[src/design/lpg_pkg.sv]
// Shared types and constants for the line point generator.
package lpg_pkg;

    localparam int COORD_W    = 6;
    localparam int DIV_STEPS  = COORD_W;
    localparam int DIV_CNT_W  = 3;

    typedef struct packed {
        logic [COORD_W-1:0] x_start;
        logic [COORD_W-1:0] y_start;
        logic [COORD_W-1:0] x_end;
        logic [COORD_W-1:0] y_end;
    } t_in;

    typedef struct packed {
        logic [COORD_W-1:0] pixel_x;
        logic [COORD_W-1:0] pixel_y;
        logic               last_pixel;
    } t_out;

    // controller -> datapath
    typedef struct packed {
        logic load;
        logic div_step;
        logic div_fix;
        logic advance;
    } t_cmd;

    // datapath -> controller
    typedef struct packed {
        logic degen;
        logic last;
    } t_sts;

endpackage

[src/design/lpg_dp.sv]
// Datapath: line setup, restoring slope divider and per-column stepper.
module lpg_dp #(
    parameter int CNT_W = 6,
    parameter int GRID_SIZE = 64
) (
    input  logic          i_clk,
    input  logic          i_rst_n,
    input  lpg_pkg::t_in  i_in_data,
    input  lpg_pkg::t_cmd i_cmd,
    output lpg_pkg::t_sts o_sts,
    output lpg_pkg::t_out o_out_data
);

    localparam int W = lpg_pkg::COORD_W;

    logic [W-1:0]     r_cur_x, r_cur_y, r_end_x, r_dx, r_rem;
    logic [W-1:0]     r_q, r_r;
    logic [W-1:0]     r_num, r_div_rem;
    logic             r_dy_neg;
    logic [CNT_W-1:0] r_cnt;

    logic             degen;
    logic [W:0]       dy;
    logic [W-1:0]     dy_abs;
    logic [W:0]       partial;
    logic             part_ge;
    logic [W:0]       step_sum;
    logic             step_wrap;
    logic             last;

    assign degen   = (i_in_data.x_end <= i_in_data.x_start);
    assign dy      = {1'b0, i_in_data.y_end} - {1'b0, i_in_data.y_start};
    assign dy_abs  = dy[W] ? W'(~dy + 1'b1) : dy[W-1:0];

    assign partial = {r_div_rem, r_num[W-1]};
    assign part_ge = (partial >= {1'b0, r_dx});

    assign step_sum  = {1'b0, r_rem} + {1'b0, r_r};
    assign step_wrap = (step_sum >= {1'b0, r_dx});

    assign last = (r_cur_x == r_end_x) || (r_cnt == CNT_W'(GRID_SIZE - 1));

    always_ff @(posedge i_clk) begin
        if (i_cmd.load) begin
            r_cur_x   <= i_in_data.x_start;
            r_cur_y   <= i_in_data.y_start;
            r_end_x   <= degen ? i_in_data.x_start : i_in_data.x_end;
            r_dx      <= i_in_data.x_end - i_in_data.x_start;
            r_dy_neg  <= dy[W];
            r_num     <= dy_abs;
            r_div_rem <= '0;
            r_rem     <= '0;
            r_cnt     <= '0;
        end else if (i_cmd.div_step) begin
            if (part_ge) begin
                r_div_rem <= W'(partial - {1'b0, r_dx});
                r_num     <= {r_num[W-2:0], 1'b1};
            end else begin
                r_div_rem <= partial[W-1:0];
                r_num     <= {r_num[W-2:0], 1'b0};
            end
        end else if (i_cmd.div_fix) begin
            // floor division with remainder kept in 0..dx-1
            if (!r_dy_neg) begin
                r_q <= r_num;
                r_r <= r_div_rem;
            end else if (r_div_rem == '0) begin
                r_q <= ~r_num + 1'b1;
                r_r <= '0;
            end else begin
                r_q <= ~r_num;
                r_r <= r_dx - r_div_rem;
            end
        end else if (i_cmd.advance) begin
            r_cur_x <= r_cur_x + 1'b1;
            r_cnt   <= r_cnt + 1'b1;
            if (step_wrap) begin
                r_rem   <= W'(step_sum - {1'b0, r_dx});
                r_cur_y <= r_cur_y + r_q + 1'b1;
            end else begin
                r_rem   <= step_sum[W-1:0];
                r_cur_y <= r_cur_y + r_q;
            end
        end
    end

    assign o_sts.degen = degen;
    assign o_sts.last  = last;

    assign o_out_data.pixel_x    = r_cur_x;
    assign o_out_data.pixel_y    = r_cur_y;
    assign o_out_data.last_pixel = last;

    a_step_x: assert property (@(posedge i_clk) disable iff (!i_rst_n)
        i_cmd.advance |=> r_cur_x == $past(r_cur_x) + 1'b1)
        else $error("column did not advance by one");

    a_rem_range: assert property (@(posedge i_clk) disable iff (!i_rst_n)
        i_cmd.advance |-> (r_rem < r_dx) && (r_r < r_dx))
        else $error("remainder out of range");

    a_not_last_on_step: assert property (@(posedge i_clk) disable iff (!i_rst_n)
        i_cmd.advance |-> !last)
        else $error("stepped past the final pixel");

endmodule

[src/design/lpg_ctrl.sv]
// Controller: sequences setup, slope division and pixel emission.
module lpg_ctrl (
    input  logic          i_clk,
    input  logic          i_rst_n,
    input  logic          i_in_valid,
    input  logic          i_out_ready,
    input  lpg_pkg::t_sts i_sts,
    output logic          o_in_ready,
    output logic          o_out_valid,
    output lpg_pkg::t_cmd o_cmd
);

    typedef enum logic [1:0] {
        S_IDLE,
        S_DIV,
        S_FIX,
        S_EMIT
    } t_state;

    t_state                        r_state;
    logic                          r_in_ready;
    logic                          r_out_valid;
    logic [lpg_pkg::DIV_CNT_W-1:0] r_div_cnt;

    logic in_acc;
    logic out_acc;

    assign in_acc  = i_in_valid && r_in_ready;
    assign out_acc = r_out_valid && i_out_ready;

    assign o_cmd.load     = in_acc;
    assign o_cmd.div_step = (r_state == S_DIV);
    assign o_cmd.div_fix  = (r_state == S_FIX);
    assign o_cmd.advance  = (r_state == S_EMIT) && out_acc && !i_sts.last;

    always_ff @(posedge i_clk) begin
        if (!i_rst_n) begin
            r_state     <= S_IDLE;
            r_in_ready  <= 1'b0;
            r_out_valid <= 1'b0;
            r_div_cnt   <= '0;
        end else begin
            case (r_state)
                S_IDLE: begin
                    if (in_acc) begin
                        r_in_ready <= 1'b0;
                        r_div_cnt  <= '0;
                        if (i_sts.degen) begin
                            r_state     <= S_EMIT;
                            r_out_valid <= 1'b1;
                        end else begin
                            r_state <= S_DIV;
                        end
                    end else begin
                        r_in_ready <= 1'b1;
                    end
                end
                S_DIV: begin
                    r_div_cnt <= r_div_cnt + 1'b1;
                    if (r_div_cnt == lpg_pkg::DIV_CNT_W'(lpg_pkg::DIV_STEPS - 1)) begin
                        r_state <= S_FIX;
                    end
                end
                S_FIX: begin
                    r_state     <= S_EMIT;
                    r_out_valid <= 1'b1;
                end
                S_EMIT: begin
                    if (out_acc && i_sts.last) begin
                        r_state     <= S_IDLE;
                        r_out_valid <= 1'b0;
                        r_in_ready  <= 1'b1;
                    end
                end
                default: begin
                    r_state     <= S_IDLE;
                    r_out_valid <= 1'b0;
                    r_in_ready  <= 1'b0;
                end
            endcase
        end
    end

    assign o_in_ready  = r_in_ready;
    assign o_out_valid = r_out_valid;

    a_one_side: assert property (@(posedge i_clk) disable iff (!i_rst_n)
        !(r_out_valid && r_in_ready))
        else $error("input and output open together");

    a_back_to_idle: assert property (@(posedge i_clk) disable iff (!i_rst_n)
        (r_state == S_EMIT && out_acc && i_sts.last) |=> r_in_ready && !r_out_valid)
        else $error("not ready after final pixel");

    a_div_len: assert property (@(posedge i_clk) disable iff (!i_rst_n)
        (r_state == S_DIV) |-> (r_div_cnt < lpg_pkg::DIV_CNT_W'(lpg_pkg::DIV_STEPS)))
        else $error("divider ran too long");

    a_valid_in_emit: assert property (@(posedge i_clk) disable iff (!i_rst_n)
        r_out_valid |-> (r_state == S_EMIT))
        else $error("output valid outside emit");

endmodule

[src/design/line_point_generator_core.sv]
// Top level of the line point generator: controller plus datapath.
//
//  channel | dir | handshake                | payload
//  in      | in  | i_in_valid / o_in_ready  | i_in_data  (x_start, y_start, x_end, y_end)
//  out     | out | o_out_valid / i_out_ready| o_out_data (pixel_x, pixel_y, last_pixel)
//
// One line at a time. After a request transaction with x_end > x_start, the slope dy/dx is split
// into quotient and remainder by a restoring divider (divide steps, then a fixup); then one pixel
// per cycle is offered while the output is not stalled: dx+1 pixels (capped at GRID_SIZE),
// 1 when x_end <= x_start, in which case the divider is skipped.
// Output stalls hold the current pixel; no new request is taken until the last pixel leaves.
// Synchronous active-low reset returns to idle with the input not ready; idle then raises it.
module line_point_generator_core #(
    parameter int GRID_SIZE = 64
) (
    input  logic          i_clk,
    input  logic          i_rst_n,
    input  logic          i_in_valid,
    output logic          o_in_ready,
    input  lpg_pkg::t_in  i_in_data,
    output logic          o_out_valid,
    input  logic          i_out_ready,
    output lpg_pkg::t_out o_out_data
);

    localparam int CNT_W = $clog2(GRID_SIZE);

    lpg_pkg::t_cmd cmd;
    lpg_pkg::t_sts sts;

    lpg_ctrl u_ctrl (
        .i_clk       (i_clk),
        .i_rst_n     (i_rst_n),
        .i_in_valid  (i_in_valid),
        .i_out_ready (i_out_ready),
        .i_sts       (sts),
        .o_in_ready  (o_in_ready),
        .o_out_valid (o_out_valid),
        .o_cmd       (cmd)
    );

    lpg_dp #(
        .CNT_W     (CNT_W),
        .GRID_SIZE (GRID_SIZE)
    ) u_dp (
        .i_clk      (i_clk),
        .i_rst_n    (i_rst_n),
        .i_in_data  (i_in_data),
        .i_cmd      (cmd),
        .o_sts      (sts),
        .o_out_data (o_out_data)
    );

endmodule
[config.mk]
export PLATFORM = sky130hd
export DESIGN_NAME = line_point_generator_core
export DESIGN_NICKNAME = d
export VERILOG_FILES = /design/src/design/lpg_pkg.sv /design/src/design/lpg_dp.sv /design/src/design/lpg_ctrl.sv /design/src/design/line_point_generator_core.sv
export SDC_FILE = /design/constraint.sdc
export NUM_CORES = 1
export LEC_CHECK = 0
export ABC_CLOCK_PERIOD_IN_PS = 3040
export BUFFER_PORTS_ARGS = -buffer_cell sky130_fd_sc_hd__buf_2
export CAP_MARGIN = 40
export CORE_ASPECT_RATIO = 0.75
export CORE_UTILIZATION = 40
export CTS_BUF_LIST = sky130_fd_sc_hd__clkbuf_8 sky130_fd_sc_hd__clkbuf_16
export DETAILED_ROUTE_END_ITERATION = 10
export HOLD_SLACK_MARGIN = 0.15
export PLACE_DENSITY = 0.6
export SLEW_MARGIN = 20
export SYNTH_ARGS = -nofsm -noshare
export SYNTH_HDL_FRONTEND = slang
export SYNTH_HIERARCHICAL = 1
export SYNTH_SLANG_ARGS = --single-unit
[constraint.sdc]
create_clock -name i_clk -period 3.04 [get_ports i_clk]
set_input_delay 0.456 -clock i_clk [delete_from_list [all_inputs] [get_ports i_clk]]
set_output_delay 0.456 -clock i_clk [all_outputs]
set_load 0.03 [all_outputs]
==> metrics.yaml <==
diodes: 0
synth_compound_area_share_pct: 16.4
remaining_drc_errors: 0
cp.arrival_ns: 3.02
via_per_inst: 5.25
antenna_found_initial: 0
reg2reg_depth: 13
die_w_um: 132
synth-main-ff-cell: "edfxtp_1"
h-tree-depth: 3
hold_path.class: "primary input to flop"
layout_common_cells: "51 x inv_1, 51 x ha_1, 43 x edfxtp_1"
required_ns: 3.13
synth.avg_cell_area_sq_um: 9.61
dp_cells: 730
ff2ff_setup_slack_ns: 0.11
io_buffers: 42
postRouteAntennaNets: 0
clockBufferDepth: 2
avgRoutedWirePerCell_um: 15.0
p_leak_nw: 2.44
ys_async_sr_fraction_pct: 0
cap_violations: 0
crit_path_start_kind: "flop"
max_slew.worst_pin.slew_ns: 0.542
outcome: "finished clean"
row_count: 35
cts_tree: "built"
synthAdderAreaFrac_pct: 15.9
synth_top_family_by_area: "compound AO/OA/AOI/OAI gates"
slew-limit-headroom_pct: 63.9
r2r_start: "u_dp/r_r[1]"
synth-seq-cells: 68
grt_pass1_wl_mm: 19.0
layoutNonFillerInstCount: 751
post-route-period-util_pct: 96.5
drt-pass1-iter-count: 5
crit_type: "flop to flop"
routed_wl_mm: 11.3
grt_busiest_layer: "met2"
syn_to_final_growth_pct: 16.7
dieArea_sq_um: 13100
crit_path_end_kind: "flop"
cts_root_buf: "clkbuf_16"
synth-edff-count: 43
fin_util_pct: 47.9
use_met1_pct: 24.6
synthXorXnorAreaFrac_pct: 8.49
worstPathMaxFanout: 5
synth_simple_gate_area_share_pct: 13.8
io_pins: 43
clock-sinks: 68
r2r_end: "u_dp/r_cur_y[5]"
crit_start: "u_dp/r_r[1]"
grt_pass1_vias: 3916
nFillCells: 1180
crit_slowest_cell: "edfxtp_1"
hold_slack_ns: 0.435
coreArea_sq_um: 12300
cp.depth: 13
dr_total_vias: 3940
finalMaxSlewViolations: 0
syn_nets: 614
netlist_area_sq_um: 5050
synth.area.mux_share_pct: 4.63
yosysSeqAreaShare_pct: 35.4
clkTransAtPathRegs_ns: 0.06
met3_usage_pct: 4.38
dpl.hpwl_mm: 8.82
crit_chain: "buf_4, inv_1, fa_2, nor2b_4, o21ai_0, a21boi_2, ha_4, o21a_1, o21ai_2, a31oi_4, or2_4, a311o_1, o311a_1"
dieHeight_um: 99.4
skew_ns: 0.00752
cp_top_family: "compound AO/OA/AOI/OAI gates"
gp_congestion: 0.819
max_stage_delay_ns: 0.40
grt_start_max_net_pins: 25
grt_use_total_pct: 18.2
grt-ovfl-total: 0
use_met2_pct: 29.4
setup_ws_ns: 0.107
irDropWorstVdd_mv: 0.395
drtIter0Drc: 169
finalSetupViolCount: 0
numCtsBuffers: 9
cp.buffers_inverters: 2
clk_latency_ns: 0.33
fmax_mhz: 341
place_ws_ns: -0.0618
synth_cells: 526
cp-endpoint: "u_dp/r_cur_y[5]"
synth_warnings: 6
finalNetCount: 668
fin_setup_tns_ns: 0
power_density_nw_per_um2: 891
hold_violations: 0
start_util_pct: 41.1
synthDistinctLibCells: 67
fin_crit_ns: 2.93
drive_gt1_share_pct: 19.5
==> synthesized netlist by cell type (3+ instances only) <==
library cell | n | share of area (%)
fa_1 | 7 | 2.8
o21a_1 | 9 | 1.3
a31oi_1 | 3 | 0.37
nand2_1 | 34 | 2.5
nor3_1 | 9 | 0.89
edfxtp_1 | 43 | 26
a211oi_1 | 8 | 1.2
and3_1 | 3 | 0.37
nand3_1 | 11 | 1.1
o22ai_1 | 4 | 0.49
mux2i_1 | 11 | 2.2
clkbuf_1 | 9 | 0.67
a21oi_1 | 28 | 2.8
nor2b_1 | 4 | 0.49
buf_4 | 4 | 0.59
dfxtp_1 | 25 | 9.9
xnor2_1 | 29 | 5.0
o21bai_1 | 3 | 0.45
ha_1 | 53 | 13
xor2_1 | 20 | 3.5
nand4_1 | 7 | 0.87
inv_1 | 51 | 3.8
o31ai_1 | 3 | 0.45
mux2_2 | 11 | 2.5
a21o_1 | 5 | 0.74
nor2_1 | 34 | 2.5
o21ai_0 | 39 | 3.9
nand2b_1 | 12 | 1.5
==> cell families after synthesis <==
logic type / Yosys count
mux: 22
fa+ha+maj: 60
simple gates: 136
flops: 68
xor+xnor: 49
buf+inv: 66
compound gates: 125
==> flip-flops by register name, summed over array words and instances (netlist names) <==
name,count
u_dp/r_r,6
u_dp/r_dy_neg,1
u_dp/r_cur_y,6
u_dp/r_cur_x,6
u_ctrl/r_state,2
u_dp/r_end_x,6
u_dp/r_div_rem,6
u_ctrl/o_in_ready,1
u_dp/r_rem,6
u_dp/r_cnt,6
u_ctrl/o_out_valid,1
u_dp/r_dx,6
u_ctrl/r_div_cnt,3
u_dp/r_q,6
u_dp/r_num,6
==> what timing repair did <==
item / in CTS / in global routing
pin swaps: 1 / 5
gates cloned: 0 / 0
setup buffers: 1 / 4
gates resized for setup: 2 / 11
hold buffers: 0 / 0
endpoints found under the setup margin: 4 / 11
==> layer usage <==
metal	up-vias	part of all wire (%)
met2	75	45
met5	-	0
met3	8	4.5
met4	0	0.84
met1	1869	50
li1	1988	-
==> stage by stage <==
step,total power (W),area (sq um)
floorplan,0.00346,5050
global placement,0.00395,5480
detailed placement,0.00404,5480
CTS,0.00520,5820
global route,0.00565,5900
finish,0.00525,5900
==> cell type report <==
cell class	instances	area, sq um	share of cell area [%]
clock buffer	10	250	4.24
inverter	51	191	3.25
sequential	68	1790	30.4
timing repair buffer	58	330	5.60
tap	166	208	3.52
clock inverter	6	67.6	1.15
multi-input combinational	392	3060	51.9
==> worst reg2reg max path: stages, from the launching register on <==
cell      delay, ns
edfxtp_1       0.40
buf_4          0.13
inv_1          0.04
fa_2           0.39
nor2b_4        0.13
o21ai_0        0.10
a21boi_2       0.23
ha_4           0.25
o21a_1         0.11
o21ai_2        0.15
a31oi_4        0.07
or2_4          0.30
a311o_1        0.26
o311a_1        0.12
==> where the power goes <==
part | total [W] | internal [W] | switching [W]
clock | 0.00111 | 0.000689 | 0.000417
sequential | 0.00151 | 0.00132 | 0.000197
combinational | 0.00263 | 0.00116 | 0.00147
total | 0.00525 | 0.00317 | 0.00208
==> how the worst min path moves through the flow <==
stage / startpoint / end / slack (ns) / cells after the start
finish: i_in_data[23] / u_dp/r_cur_x[5] / 0.43 / 3
CTS: i_in_data[23] / u_dp/r_cur_x[5] / 0.43 / 3
floorplan: u_dp/r_rem[2] / u_dp/r_rem[2] / 0.44 / 2
global route: i_in_data[16] / u_dp/r_cur_y[4] / 0.44 / 2
detailed placement: u_dp/r_rem[2] / u_dp/r_rem[2] / 0.49 / 2
global placement: u_ctrl/r_div_cnt[1] / u_ctrl/r_div_cnt[1] / 0.48 / 2
(Power assumes the default switching activity.)
